==> config.mk <==
export PLATFORM = sky130hd
export DESIGN_NAME = aeob_ema_axis
export DESIGN_NICKNAME = d
export VERILOG_FILES = /design/src/aeob_ema_axis.sv
export SDC_FILE = /design/constraint.sdc
export NUM_CORES = 2
export LEC_CHECK = 0
export CAP_MARGIN = 20
export CORE_MARGIN = 1.5
export CORE_UTILIZATION = 40
export CTS_BUF_LIST = sky130_fd_sc_hd__clkbuf_8 sky130_fd_sc_hd__clkbuf_16
export DETAILED_ROUTE_END_ITERATION = 6
export DONT_BUFFER_PORTS = 1
export SLEW_MARGIN = 15
export SYNTH_ARGS = -nofsm -noshare
export SYNTH_HDL_FRONTEND = slang
export SYNTH_SLANG_ARGS = --single-unit
==> constraint.sdc <==
create_clock -name clk -period 15.2 [get_ports clk]
set_input_delay 1.52 -clock clk [delete_from_list [all_inputs] [get_ports clk]]
set_output_delay 1.52 -clock clk [all_outputs]
set_load 0.02 [all_outputs]
==> src/aeob_ema_axis.sv <==
// Per-axis exponential average in Q16.16 plus offset, truncated and wrapped to 16 bits.
// Self-contained; the top level instances one per axis.
`timescale 1ns / 1ps

module aeob_ema_axis (
	input  logic               clk,
	input  logic               arst_n,
	input  logic               en,
	input  logic signed [15:0] raw,
	input  logic [15:0]        weight,
	input  logic signed [15:0] offset,
	output logic signed [15:0] value
);

	logic signed [31:0] smooth_q;
	logic signed [32:0] diff;
	logic signed [49:0] prod;
	logic signed [33:0] step;
	logic signed [34:0] avg_sum;
	logic signed [31:0] avg;
	logic signed [32:0] with_off;

	assign diff     = {raw[15], raw, 16'd0} - {smooth_q[31], smooth_q};
	assign prod     = $signed({1'b0, weight}) * diff;
	// arithmetic shift of the product is the floor divide by 2^16
	assign step     = prod[49:16];
	assign avg_sum  = {{3{smooth_q[31]}}, smooth_q} + {step[33], step};
	assign avg      = avg_sum[31:0];
	assign with_off = {avg[31], avg} + {offset[15], offset, 16'd0};
	// toward zero: bump the floored integer part when negative with a fraction
	assign value    = with_off[31:16] + {15'd0, with_off[32] & (|with_off[15:0])};

	always_ff @(posedge clk or negedge arst_n) begin
		if (!arst_n) begin
			smooth_q <= '0;
		end else if (en) begin
			smooth_q <= avg;
		end
	end

endmodule

==> flow_metrics.env <==
export IMPL_tritoncts="yes"
export IMPL_syn_to_final_growth_pct=14.2
export IMPL_top_register="smooth_q"
export IMPL_largest_reg_flops=32
export IMPL_slew_viol_final=0
export IMPL_dr_pass1_iters=7
export IMPL_coreArea_sq_um=54900
export IMPL_status="complete, but fails checks"
export IMPL_synthTopCellsByCount="inv_1 (653), fa_1 (491), nand2_1 (364)"
export IMPL_grtUsageTotal_pct=21.6
export IMPL_drt_initial_drc_count=846
export IMPL_synth_edf_count=0
export IMPL_crit_arrival_ps=13450
export IMPL_finalSetupViolCount=0
export IMPL_r2r_worst_path_cells=41
export IMPL_routed_wl_mm=58.4
export IMPL_ys_ff_latch=32
export IMPL_die_w_um=238
export IMPL_seqCellArea_sq_um=801
export IMPL_clk_pin_slew_ps=50
export IMPL_post_route_min_period_ps=14970
export IMPL_wl_met2_mm=30.7
export IMPL_finalNonFillerCells=3405
export IMPL_yosysMostFrequentCell="inv_1"
export IMPL_htree_levels=2
export IMPL_fin_util_pct=46.1
export IMPL_grt_pass1_vias=18935
export IMPL_via_count=17091
export IMPL_min_from="smooth_q[29]"
export IMPL_drive_gt1_share_pct=13.9
export IMPL_io_buffers=0
export IMPL_antenna_found_initial=2
export IMPL_cts_root_buf="clkbuf_16"
export IMPL_ys_seq_area_share_pct=3.61
export IMPL_hold_depth=1
export IMPL_largestRegisters="smooth_q x32"
export IMPL_cp_slowest_cell="fa_1"
export IMPL_clock_skew_ps=3.78
export IMPL_grt_pass1_wl_mm=97.1
export IMPL_synth_async_sr_flop_share_pct=100
export IMPL_mappedNetlistArea_sq_um=22200
export IMPL_grt_max_degree=44
export IMPL_totalNegativeSetupSlack_ps=0
export IMPL_gp_congestion=0.905
export IMPL_timing_rr_start="smooth_q[4]"
export IMPL_maxSlewHeadroom_pct=29.6
export IMPL_syn_inst=2549
export IMPL_rr_endpoint="smooth_q[31]"
export IMPL_die_area_sq_um=56800
export IMPL_fin_nets=3421
export IMPL_viasPerCell=5.02
export IMPL_synth_top_area_cell="fa_1"
export IMPL_max_stage_delay_ps=550
export IMPL_drc=2
export IMPL_drv_cap=0
export IMPL_crit_path_max_fanout=5
export IMPL_fmax_ghz=0.0668
export IMPL_synth_top_area_share_pct=44.4
export IMPL_postRouteAntennaNets=0
export IMPL_worst_pin_slew_ps=1050
export IMPL_ys_top_cells_by_area="fa_1 (44%), inv_1 (11%), ha_1 (10%)"
export IMPL_finalCritPeriodShare_pct=98.5
export IMPL_yosysWarnings=0
export IMPL_crit_buf_inv=7
export IMPL_clk_latency_ps=300
export IMPL_syn_nets=3270
export IMPL_crit_type="input pin to primary output"
export IMPL_multiInputGateArea_sq_um=19100
export IMPL_nFillCells=5344
export IMPL_rrSetupSlack_ps=4760
export IMPL_syn_avg_cell_area_sq_um=8.69
export IMPL_cp_end_kind="primary output"
export IMPL_synth_flop_cell="dfrtp_1"
export IMPL_path_delay_family="adder cells"
export IMPL_crit_path_start="raw[3]"
export IMPL_rows=86
export IMPL_hold_viol=0
export IMPL_wire_per_inst_um=17.1
export IMPL_clock_sinks=32
export IMPL_gr_total_overflow=0
export IMPL_diodes=0
export IMPL_wl_met1_mm=23.7
export IMPL_die_h_um=238
export IMPL_grt_setup_unrepaired="true"
export IMPL_clockBufferDepth=2
export IMPL_required_ps=13680
export IMPL_top_layer="met4"
export IMPL_dp_cells=3370
export IMPL_violations="design-rule violations"
export IMPL_synth_cell_type_count=72
export IMPL_hpwl_mm=47.3
export IMPL_pin_count=67
export IMPL_min_path_type="flop to flop"
export IMPL_start_util_pct=40.4
export IMPL_met3WireLength_mm=2.31
export IMPL_cts_buffers=5
export IMPL_critPathLaunchType="input pin"
export IMPL_whs_endpoint="smooth_q[29]"
[area by class of cell]
type	count	share of cell area (%)
well taps	704	3.48
repair buffers	233	7.47
multi-input cells	1775	75.6
clock buffers	6	0.549
clock inverters	2	0.0297
inverters	653	9.69
flip-flops and latches	32	3.17
[worst max-delay path by stage]
stage                      to  slack [ps]  cells after the start
floorplan           value[15]          40                     57
global placement    value[15]        -180                     58
detailed placement  value[15]        -480                     58
CTS                 value[14]         0.9                     59
global route        value[15]        -470                     59
finish              value[14]         230                     60
[metal layers]
metal	GRT usage (%)	vias to the layer above
met3	2.27	83
met1	26.8	8806
li1	-	7831
met2	39.4	371
met4	6.19	0
met5	0	-
[worst register-to-register path: cells and delay by family (launching register included)]
family          cells  cell delay [ps]
compound gates     16             2730
xor+xnor            3              750
fa+ha+maj           8             3660
buf+inv             6              650
flops               1              460
mux                 1              270
simple gates        7             1820
[cell families after synthesis]
logic type / after synthesis / share of synthesized area [%]
AO/OA/AOI/OAI: 240 / 7.28
AND/OR/NAND/NOR: 714 / 15.6
XOR/XNOR: 130 / 5.32
multiplexers: 21 / 1.06
buffers and inverters: 742 / 12.7
adder cells (fa/ha/maj): 670 / 54.5
flip-flops: 32 / 3.61
[cell usage in the layout, fill, tap and decap left out, types with 7 or more instances in the layout]
master,n
a21o_1,36
a21oi_1,62
a21oi_2,18
and2_1,212
buf_12,8
buf_4,220
dfrtp_1,32
fa_1,485
ha_1,165
ha_4,13
inv_1,648
inv_2,7
mux2_2,16
nand2_1,362
nand2b_1,16
nand3_1,14
nand4_1,11
nor2_1,36
nor3_1,10
o21a_1,9
o21ai_0,25
o21ai_1,13
o21bai_1,18
xnor2_1,81
xor2_1,37
[through the flow]
stage | hold WS, ps | setup WS, ps | instance area, sq um
2_1_floorplan | 510 | 40.2 | 22200
3_5_place_dp | 545 | -476 | 24300
3_3_place_gp | 530 | -178 | 24300
6_report | 553 | 227 | 25300
4_1_cts | 558 | 0.855 | 24700
5_1_grt | 575 | -465 | 25300
[repair_timing]
item / CTS / global route
endpoints found under the setup margin: 7 / 14
pin swaps: 31 / 54
buffers inserted: 14 / 16
hold buffers: 0 / 0
gates resized for setup: 29 / 92
Power is left out: the tool's default activity adds up to more than one toggle a clock period on the data nets, which glitch-free logic cannot reach.
