--- src/aeob_pkg.sv ---
// Shared types and constants for the accelerometer smoothing filter.
// No dependencies; aeob_tap_cell, aeob_mean_axis and the top level import this package.
`timescale 1ns / 1ps

package aeob_pkg;

	// One beat on the sample channel.
	typedef struct packed {
		logic signed [15:0] raw_x;
		logic signed [15:0] raw_y;
		logic signed [15:0] raw_z;
	} in_beat_t;

	// One beat on the result channel.
	typedef struct packed {
		logic signed [15:0] filtered_x;
		logic signed [15:0] filtered_y;
		logic signed [15:0] filtered_z;
	} out_beat_t;

	typedef enum logic [3:0] {
		REG_EMA_WEIGHT = 4'd0,
		REG_OFFSET_X   = 4'd1,
		REG_OFFSET_Y   = 4'd2,
		REG_OFFSET_Z   = 4'd3
	} cfg_reg_t;

	// One beat on the configuration write channel.
	typedef struct packed {
		cfg_reg_t    reg_idx;
		logic [15:0] wdata;
	} cfg_beat_t;

	// One offset-corrected value per axis, as held in each tap of the window.
	typedef struct packed {
		logic signed [15:0] x;
		logic signed [15:0] y;
		logic signed [15:0] z;
	} axis3_t;

	// Stage advance strobes handed from the top-level control to each mean lane.
	typedef struct packed {
		logic adv_s2;
		logic adv_s3;
		logic adv_s4;
	} pipe_ctl_t;

	localparam logic [15:0]        EMA_WEIGHT_RST = 16'd655;
	localparam logic signed [15:0] OFFSET_X_RST   = 16'sd220;
	localparam logic signed [15:0] OFFSET_Y_RST   = -16'sd1500;
	localparam logic signed [15:0] OFFSET_Z_RST   = 16'sd3500;

endpackage

--- src/aeob_tap_cell.sv ---
// One tap of the boxcar window: holds the three axis values of one item
// and hands them to the next tap on every advance. Depends on aeob_pkg.
`timescale 1ns / 1ps

module aeob_tap_cell (
	input  logic            clk,
	input  logic            arst_n,
	input  logic            en,
	input  aeob_pkg::axis3_t d,
	output aeob_pkg::axis3_t q
);
	import aeob_pkg::*;

	axis3_t tap_q;

	always_ff @(posedge clk or negedge arst_n) begin
		if (!arst_n) begin
			tap_q <= '0;
		end else if (en) begin
			tap_q <= d;
		end
	end

	assign q = tap_q;

endmodule

--- config.mk ---
export PLATFORM = sky130hd
export DESIGN_NAME = aeob_tap_cell
export DESIGN_NICKNAME = d
export VERILOG_FILES = /design/src/aeob_pkg.sv /design/src/aeob_tap_cell.sv
export SDC_FILE = /design/constraint.sdc
export NUM_CORES = 1
export LEC_CHECK = 0
export BUFFER_PORTS_ARGS = -buffer_cell sky130_fd_sc_hd__buf_4
export CORE_ASPECT_RATIO = 0.5
export CORE_MARGIN = 5
export CORE_UTILIZATION = 44
export DETAILED_ROUTE_END_ITERATION = 7
export PLACE_DENSITY = 0.8
export SETUP_SLACK_MARGIN = 0.4
export SYNTH_ARGS = -nofsm -noshare
export SYNTH_HDL_FRONTEND = slang
export SYNTH_SLANG_ARGS = --single-unit
--- constraint.sdc ---
create_clock -name clk -period 1.1 [get_ports clk]
set_clock_uncertainty 0.15 [all_clocks]
set_input_delay 0.165 -clock clk [delete_from_list [all_inputs] [get_ports clk]]
set_output_delay 0.165 -clock clk [all_outputs]
set_load 0.005 [all_outputs]
==> flow_metrics.py <==
metrics = {
    "synthesis": {
        "synth_compound_area_share_pct": 0,
        "syn_nets": 152,
        "ys_ff_latch": 48,
        "synth_top_family_by_area": "multiplexers",
        "yosysSeqAreaShare_pct": 64.6,
        "synth_xor_area_share_pct": 0,
        "synth.area.mux_share_pct": 33.1,
        "ys.warnings.count": 0,
        "synth_simple_gate_area_share_pct": 0,
        "netlist_area_um2": 1860,
        "ys_types": 5,
        "syn_inst": 101,
        "synth_adder_area_share_pct": 0,
        "syn_avg_cell_area_um2": 18.4,
    },
    "power_and_ir_drop": {
        "leakage_nw": 1.55,
        "max-vdd-ir-drop_mv": 0.858,
        "powerDensity_nw_per_um2": 1380,
    },
    "setup_path": {
        "path_buf_inv": 1,
        "crit_family": "flip-flops",
        "critPathMaxFanout": 2,
        "cpMaxStageDelayCell": "dfrtp_1",
        "endpoint_kind": "primary output",
        "max_stage_delay_ps": 420,
        "critical_path_class": "flop to primary output",
        "arrival_ps": 840,
        "crit_chain": "buf_6",
        "required_ps": 780,
        "start_kind": "flop",
    },
    "cells_and_area": {
        "largest_register_ffs": 48,
        "final_cell_mix": "buf_4, buf_6, dfrtp_1",
        "layout-drive-gt1-share_pct": 77.5,
        "fin_area_um2": 3130,
        "n_antenna_cell": 0,
        "nNetsFinal": 268,
        "area_growth_pct": 68.1,
    },
    "global_routing": {
        "grt_pass1_wl_um": 7410,
        "grt_pass1_vias": 1461,
        "antenna_found_initial": 0,
        "grt_start_max_net_pins": 22,
        "grtUsageTotal_pct": 16.7,
        "grt_overflow": 0,
    },
    "clock_tree": {
        "clock_latency_ps": 300,
        "cts.path.max_buffers": 2,
        "numCtsBuffers": 5,
        "clock_sinks": 48,
        "htreeDepth": 2,
        "root_buffer": "clkbuf_8",
        "path_clk_slew_ps": 90,
        "cts_tree": "yes",
    },
    "die": {
        "io_pins": 99,
        "placementRows": 16,
        "fp.dieW_um": 102,
        "start_util_pct": 46.7,
        "die_area_um2": 5710,
        "fp.dieH_um": 56.0,
        "core_um2": 3980,
    },
    "detailed_routing": {
        "dr.first_iter.drc_count": 24,
        "vias": 1272,
        "wl_per_cell_um": 17.5,
        "drtAntennaViolNets": 0,
        "route.detailed.drc": 0,
        "dr.pass1.iters": 3,
        "wl_um": 4760,
        "vias_per_cell": 4.68,
    },
    "sta": {
        "rsz0062_at_grt": "true",
        "min_period_ps": 1150,
        "timing.fmax_ghz": 0.866,
        "finalHoldViolations": 96,
        "finalMaxSlewViolations": 0,
        "period_share_pct": 105,
        "worst_slack_ps": -54.2,
        "whs_ps": -411,
        "worst_slew_pin_slew_ps": 280,
        "slew_headroom_pct": 81.4,
        "setup_viol": 48,
    },
    "place": {
        "gp_congestion": 0.672,
        "dp_hpwl_um": 3320,
        "place_area_um2": 2710,
        "io_buffer_count": 98,
    },
    "run": {
        "cap_violations": 0,
    },
    "min_path": {
        "holdCritPathClass": "input pin to async pin",
    },
    "outcome": {
        "failed_checks": "negative hold slack, negative setup slack",
        "outcome": "finished, violations left",
    },
}
==> cell usage after synthesis (all sizes together) <==
cell type,instances,area (um2)
buf,5,43.8
mux2,48,616
dfrtp,48,1200
==> through the flow <==
step	power (mW)	cells	utilization [%]	setup slack (ps)	setup TNS, ps
floorplan	2.36	101	-	117	0
global placement	2.85	253	68.0	12.1	0
detailed placement	2.87	253	68.0	-12.4	-27.1
CTS	4.31	270	77.4	-60.7	-1900
global route	4.51	272	78.5	-93.1	-3280
finish	4.31	272	78.5	-54.2	-1590
==> logic make-up (layout without fill, tap and decap cells) <==
| logic type | after synthesis | after routing |
|---|---|---|
| flip-flops | 48 | 48 |
| multiplexers | 48 | 48 |
| buffers and inverters | 5 | 122 |
==> layout make-up <==
| type | count | area, um2 |
|---|---|---|
| Tap cell | 54 | 67.6 |
| Sequential cell | 48 | 1200 |
| Clock inverter | 2 | 35.0 |
| Timing Repair Buffer | 114 | 1110 |
| Fill cell | 225 | 857 |
| Clock buffer | 6 | 72.6 |
| Multi-Input combinational cell | 48 | 638 |
==> path summary, 6_finish.rpt <==
kind | start | to | slack (ps) | depth (start not counted)
max | q[34]$_DFFE_PN0P_ | q[34] | -50 | 1
min reg2reg | q[3]$_DFFE_PN0P_ | q[3]$_DFFE_PN0P_ | 380 | 1
min | arst_n | q[6]$_DFFE_PN0P_ | -410 | 1
max in group asynchronous | arst_n | q[33]$_DFFE_PN0P_ | 780 | 2
min in group clk | d[1] | q[1]$_DFFE_PN0P_ | -60 | 2
max reg2reg | q[35]$_DFFE_PN0P_ | q[35]$_DFFE_PN0P_ | 30 | 2
==> where the power goes <==
part	switching, mW	leakage, nW	total [mW]	internal (mW)
registers	0.139	0.561	2.08	1.94
clock network	0.568	0.0552	1.24	0.675
logic	0.266	0.935	0.991	0.725
==> per-layer routing <==
metal	vias up	part of all wire (%)	wire (um)	global-route usage, %
met4	0	0.63	30	4.49
met5	-	0	0	0
met2	29	60	2830	31.3
li1	586	-	-	-
met1	653	36	1710	18.5
met3	4	4.0	190	4.13
==> what timing repair did <==
action                                  in CTS  in global routing
endpoints found under the hold margin       96                 96
setup buffers                                9                  2
resized for setup                           53                  8
endpoints found under the setup margin      96                 96
No activity file was read; power rests on OpenSTA's default activity.
