--- src/aeob_pkg.sv ---
// Shared types and constants for the accelerometer smoothing filter.
// No dependencies; aeob_tap_cell, aeob_mean_axis and the top level import this package.
`timescale 1ns / 1ps

package aeob_pkg;

	// One beat on the sample channel.
	typedef struct packed {
		logic signed [15:0] raw_x;
		logic signed [15:0] raw_y;
		logic signed [15:0] raw_z;
	} in_beat_t;

	// One beat on the result channel.
	typedef struct packed {
		logic signed [15:0] filtered_x;
		logic signed [15:0] filtered_y;
		logic signed [15:0] filtered_z;
	} out_beat_t;

	typedef enum logic [3:0] {
		REG_EMA_WEIGHT = 4'd0,
		REG_OFFSET_X   = 4'd1,
		REG_OFFSET_Y   = 4'd2,
		REG_OFFSET_Z   = 4'd3
	} cfg_reg_t;

	// One beat on the configuration write channel.
	typedef struct packed {
		cfg_reg_t    reg_idx;
		logic [15:0] wdata;
	} cfg_beat_t;

	// One offset-corrected value per axis, as held in each tap of the window.
	typedef struct packed {
		logic signed [15:0] x;
		logic signed [15:0] y;
		logic signed [15:0] z;
	} axis3_t;

	// Stage advance strobes handed from the top-level control to each mean lane.
	typedef struct packed {
		logic adv_s2;
		logic adv_s3;
		logic adv_s4;
	} pipe_ctl_t;

	localparam logic [15:0]        EMA_WEIGHT_RST = 16'd655;
	localparam logic signed [15:0] OFFSET_X_RST   = 16'sd220;
	localparam logic signed [15:0] OFFSET_Y_RST   = -16'sd1500;
	localparam logic signed [15:0] OFFSET_Z_RST   = 16'sd3500;

endpackage

--- src/aeob_mean_axis.sv ---
// Per-axis running total of the window and its mean, truncated toward zero.
// Divide by WINDOW is an exact reciprocal multiply. Depends on aeob_pkg.
`timescale 1ns / 1ps

module aeob_mean_axis #(
	parameter int WINDOW = 45
) (
	input  logic                clk,
	input  logic                arst_n,
	input  aeob_pkg::pipe_ctl_t ctl,
	input  logic signed [15:0]  fresh,
	input  logic signed [15:0]  oldest,
	output logic signed [15:0]  mean
);
	import aeob_pkg::*;

	localparam int SUM_W  = 16 + $clog2(WINDOW);
	localparam int SHIFT  = SUM_W + $clog2(WINDOW);
	localparam int MULT_W = SUM_W + 1;
	localparam int PROD_W = SUM_W + MULT_W;
	// ceil(2^SHIFT / WINDOW): exact floor quotient for every magnitude below 2^SUM_W
	localparam longint unsigned MULT = ((64'd1 << SHIFT) + WINDOW - 1) / WINDOW;
	localparam logic [MULT_W-1:0] MULT_K = MULT_W'(MULT);

	logic signed [SUM_W-1:0] sum_q;
	logic signed [SUM_W-1:0] sum_next;
	logic [SUM_W-1:0]        mag;
	logic [PROD_W-1:0]       prod_s3;
	logic                    neg_s3;
	logic [15:0]             quo;
	logic signed [15:0]      mean_s4;

	assign sum_next = sum_q - SUM_W'(oldest) + SUM_W'(fresh);
	assign mag      = sum_q[SUM_W-1] ? SUM_W'(-sum_q) : SUM_W'(sum_q);
	assign quo      = prod_s3[SHIFT +: 16];

	always_ff @(posedge clk or negedge arst_n) begin
		if (!arst_n) begin
			sum_q <= '0;
		end else if (ctl.adv_s2) begin
			sum_q <= sum_next;
		end
	end

	always_ff @(posedge clk) begin
		if (ctl.adv_s3) begin
			prod_s3 <= mag * MULT_K;
			neg_s3  <= sum_q[SUM_W-1];
		end
		if (ctl.adv_s4) begin
			mean_s4 <= neg_s3 ? -quo : quo;
		end
	end

	assign mean = mean_s4;

endmodule

--- config.mk ---
export PLATFORM = sky130hd
export DESIGN_NAME = aeob_mean_axis
export DESIGN_NICKNAME = d
export VERILOG_FILES = /design/src/aeob_pkg.sv /design/src/aeob_mean_axis.sv
export SDC_FILE = /design/constraint.sdc
export NUM_CORES = 1
export LEC_CHECK = 0
export BUFFER_PORTS_ARGS = -buffer_cell sky130_fd_sc_hd__buf_4
export CORE_ASPECT_RATIO = 1.5
export CORE_MARGIN = 2
export CORE_UTILIZATION = 38
export CTS_BUF_LIST = sky130_fd_sc_hd__clkbuf_8
export CTS_CLUSTER_DIAMETER = 200
export CTS_CLUSTER_SIZE = 28
export DETAILED_ROUTE_END_ITERATION = 8
export GPL_ROUTABILITY_DRIVEN = 0
export SYNTH_ARGS = -nofsm -noshare
export SYNTH_HDL_FRONTEND = slang
export SYNTH_SLANG_ARGS = --single-unit
--- constraint.sdc ---
create_clock -name clk -period 10.5 [get_ports clk]
set_input_delay 2.625 -clock clk [delete_from_list [all_inputs] [get_ports clk]]
set_output_delay 2.625 -clock clk [all_outputs]
set_load 0.1 [all_outputs]
==> impl_metrics.tcl <==
set metrics [dict create \
    drive_gt1_frac 0.0665 \
    chipHeight_microns 209 \
    synth.ff_latch_count 55 \
    cp_data_arrival_time_ns 8.80 \
    floorplan.initialDensity 0.387 \
    yosys.area.top_type "sky130_fd_sc_hd__fa_1" \
    timing.clock.skew_ns 0.0112 \
    synth-warning-count 0 \
    place_hpwl_mm 20.5 \
    grt_use_met1 0.168 \
    met2_usage 0.329 \
    ff2ff_setup_slack_ns 1.81 \
    post_cts.resized_instances 0 \
    syn_avg_cell_area_sq_um 9.76 \
    globalRoute.totalOverflow 0 \
    cts-buffers-inserted 5 \
    setup_tns_ns 0 \
    die_area_sq_um 29300 \
    grt_first_pass_wirelength_mm 37.7 \
    drc 1 \
    timing.final.crit_period_ns 8.69 \
    timing.slew.headroom 0.350 \
    min-delay-path-class "reg -> reg" \
    worstRegToRegCells 26 \
    timing.critical_path.to_type "flop" \
    timing.rr.end "prod_s3[36]$_DFFE_PP_" \
    use_met3 0.0183 \
    clk_pin_slew_ns 0.13 \
    clock_tree.htree_level_count 2 \
    synth_top_area_share 0.279 \
    sequential_to_total_area_share_from_yosys_stat 0.145 \
    synth_commonest_cells "311 x sky130_fd_sc_hd__inv_1, 205 x sky130_fd_sc_hd__ha_1, 148 x sky130_fd_sc_hd__fa_1" \
    busiest_layer "met2" \
    worstSetupStartpointType "flop" \
    clock_latency_ns 0.35 \
    unrepaired_setup_endpoints_after_global_routing "false" \
    category_of_the_critical_setup_timing_path "reg -> reg" \
    r2r-start "sum_q[9]$_DFFE_PN0P_" \
    vias 7196 \
    worst_path_required_time_ns 10.61 \
    fmax_mhz 115 \
    synth_cell_type_count 58 \
    ctsHoldBuffers 0 \
    hold_path_startpoint "prod_s3[28]$_DFFE_PP_" \
    worst-path-max-fanout 5 \
    setup_violations 0 \
    final-hold-violation-count 0 \
    detail_route.wl_per_cell_microns 15.2 \
    netlist_instances 1088 \
    cts_tree "done" \
    fraction_of_synthesis_flops_using_an_asynchronous_set_or_reset_pin 0.400 \
    maxSlewViolCount 0 \
    post_synth_top_flop "sky130_fd_sc_hd__edfxtp_1" \
    wl_mm 22.5 \
    top_ports 53 \
    crit_family "adder cells" \
    maxCapViolCount 0 \
    clock-sinks 55 \
    synth-edff-count 33 \
    via_count_of_the_first_global_routing_pass 7838 \
    starting_drt_drc_count 227 \
    synth.area.top_cells "sky130_fd_sc_hd__fa_1 28%, sky130_fd_sc_hd__ha_1 24%, sky130_fd_sc_hd__inv_1 11%" \
    postSynthNetCount 1478 \
    final.period_utilization 0.828 \
    combined_buffer_and_inverter_count_along_the_critical_path 6 \
    insertedDiodeCount 0 \
    grt_antenna_before_repair 0 \
    rows 74 \
    failed_checks "design-rule violations" \
    finalNetCount 1531 \
    hold_path_end "mean[0]$_DFFE_PP_" \
    mappedNetlistArea_sq_um 10600 \
    cp_slowest_cell "sky130_fd_sc_hd__or4_4" \
    place.port_buffers 52 \
    max_stage_delay_ns 0.59 \
    maximum_number_of_pins_on_one_net_before_global_route_repair 39 \
    track_usage 0.163 \
    min_delay_path_depth 0 \
    synthesis_to_finish_area_growth_pct 8.50 \
    max_slew.worst_pin.slew_ns 0.968 \
    synthMostInstantiatedCell "sky130_fd_sc_hd__inv_1" \
    outcome "complete, but fails checks" \
    clk_path_buf_depth 2 \
    post-cts-setup-buffer-count 0 \
    cts-root-buf "sky130_fd_sc_hd__clkbuf_8" \
    core-area_sq_um 27400 \
    drtAntennaViolNets 0 \
    first_pass_iters 6 \
    via_cell_ratio 4.85 \
    chipWidth_microns 140 \
]
==> layout by cell type (no fill, tap or decap), types with 6 or more instances in the layout <==
cell | synthesis | layout
sky130_fd_sc_hd__inv_1 | 311 | 311
sky130_fd_sc_hd__ha_1 | 205 | 205
sky130_fd_sc_hd__fa_1 | 148 | 148
sky130_fd_sc_hd__xnor2_1 | 59 | 59
sky130_fd_sc_hd__buf_4 | 0 | 53
sky130_fd_sc_hd__nand2_1 | 45 | 45
sky130_fd_sc_hd__o21ai_0 | 41 | 41
sky130_fd_sc_hd__edfxtp_1 | 33 | 33
sky130_fd_sc_hd__a21oi_1 | 32 | 32
sky130_fd_sc_hd__nor2_1 | 26 | 26
sky130_fd_sc_hd__dfrtp_1 | 22 | 22
sky130_fd_sc_hd__a21o_1 | 20 | 20
sky130_fd_sc_hd__nand3_1 | 14 | 14
sky130_fd_sc_hd__nor3_1 | 10 | 10
sky130_fd_sc_hd__o31ai_1 | 9 | 9
sky130_fd_sc_hd__and3_1 | 9 | 9
sky130_fd_sc_hd__xor2_1 | 9 | 9
sky130_fd_sc_hd__nand4_1 | 6 | 6
sky130_fd_sc_hd__or3_1 | 6 | 6
sky130_fd_sc_hd__o21a_1 | 6 | 6
==> through the flow <==
| step | util | hold WS, ns | instances | instance area (sq um) | setup slack (ns) |
|---|---|---|---|---|---|
| after floorplan | - | 0.475 | 1088 | 10600 | 2.46 |
| after global placement | 0.416 | 0.505 | 1476 | 11400 | 2.02 |
| after detailed placement | 0.416 | 0.516 | 1476 | 11400 | 1.82 |
| after CTS | 0.420 | 0.540 | 1484 | 11500 | 1.79 |
| after global routing | 0.420 | 0.557 | 1484 | 11500 | 1.22 |
| final | 0.420 | 0.538 | 1484 | 11500 | 1.81 |
==> metal layers <==
| metal | wire length [microns] | vias to the layer above | share of wire |
|---|---|---|---|
| li1 | - | 3593 | - |
| met1 | 8580 | 3457 | 0.38 |
| met2 | 12500 | 108 | 0.55 |
| met3 | 539 | 38 | 0.024 |
| met4 | 901 | 0 | 0.040 |
| met5 | 0 | - | 0 |
==> cells by family (layout without fill, tap and decap cells) <==
| family | count (synthesis) | count (layout) | synth area share |
|---|---|---|---|
| xor+xnor | 68 | 68 | 0.0561 |
| fa+ha+maj | 353 | 353 | 0.521 |
| compound gates | 148 | 148 | 0.0925 |
| buf+inv | 319 | 373 | 0.113 |
| simple gates | 141 | 141 | 0.0686 |
| mux | 4 | 4 | 0.00389 |
| flops | 55 | 55 | 0.145 |
==> worst max-delay path by stage <==
stage                               startpoint                    end  slack, ns  depth (start not counted)
final                     sum_q[9]$_DFFE_PN0P_  prod_s3[36]$_DFFE_PP_       1.81                         26
after global routing      sum_q[9]$_DFFE_PN0P_  prod_s3[36]$_DFFE_PP_       1.22                         26
after CTS                 sum_q[9]$_DFFE_PN0P_  prod_s3[36]$_DFFE_PP_       1.79                         26
after detailed placement  sum_q[9]$_DFFE_PN0P_  prod_s3[36]$_DFFE_PP_       1.82                         26
after global placement    sum_q[9]$_DFFE_PN0P_  prod_s3[36]$_DFFE_PP_       2.02                         26
after floorplan           sum_q[9]$_DFFE_PN0P_  prod_s3[36]$_DFFE_PP_       2.46                         26
==> sequential cells by signal (all words and copies together) (netlist names) <==
| signal | cells |
|---|---|
| mean | 16 |
| prod_s3 | 16 |
| neg_s3 | 1 |
| sum_q | 22 |
==> area by class of cell <==
cell class                      instances  area [sq um]
Fill cell                            2760         15900
Clock inverter                          3          33.8
Timing Repair Buffer                   53           398
Multi-Input combinational cell        714          7880
Inverter                              312          1170
Tap cell                              342           428
Clock buffer                            5          68.8
Sequential cell                        55          1540
Power is left out: the tool's default activity adds up to more than one toggle a clock period on the data nets, which glitch-free logic cannot reach.
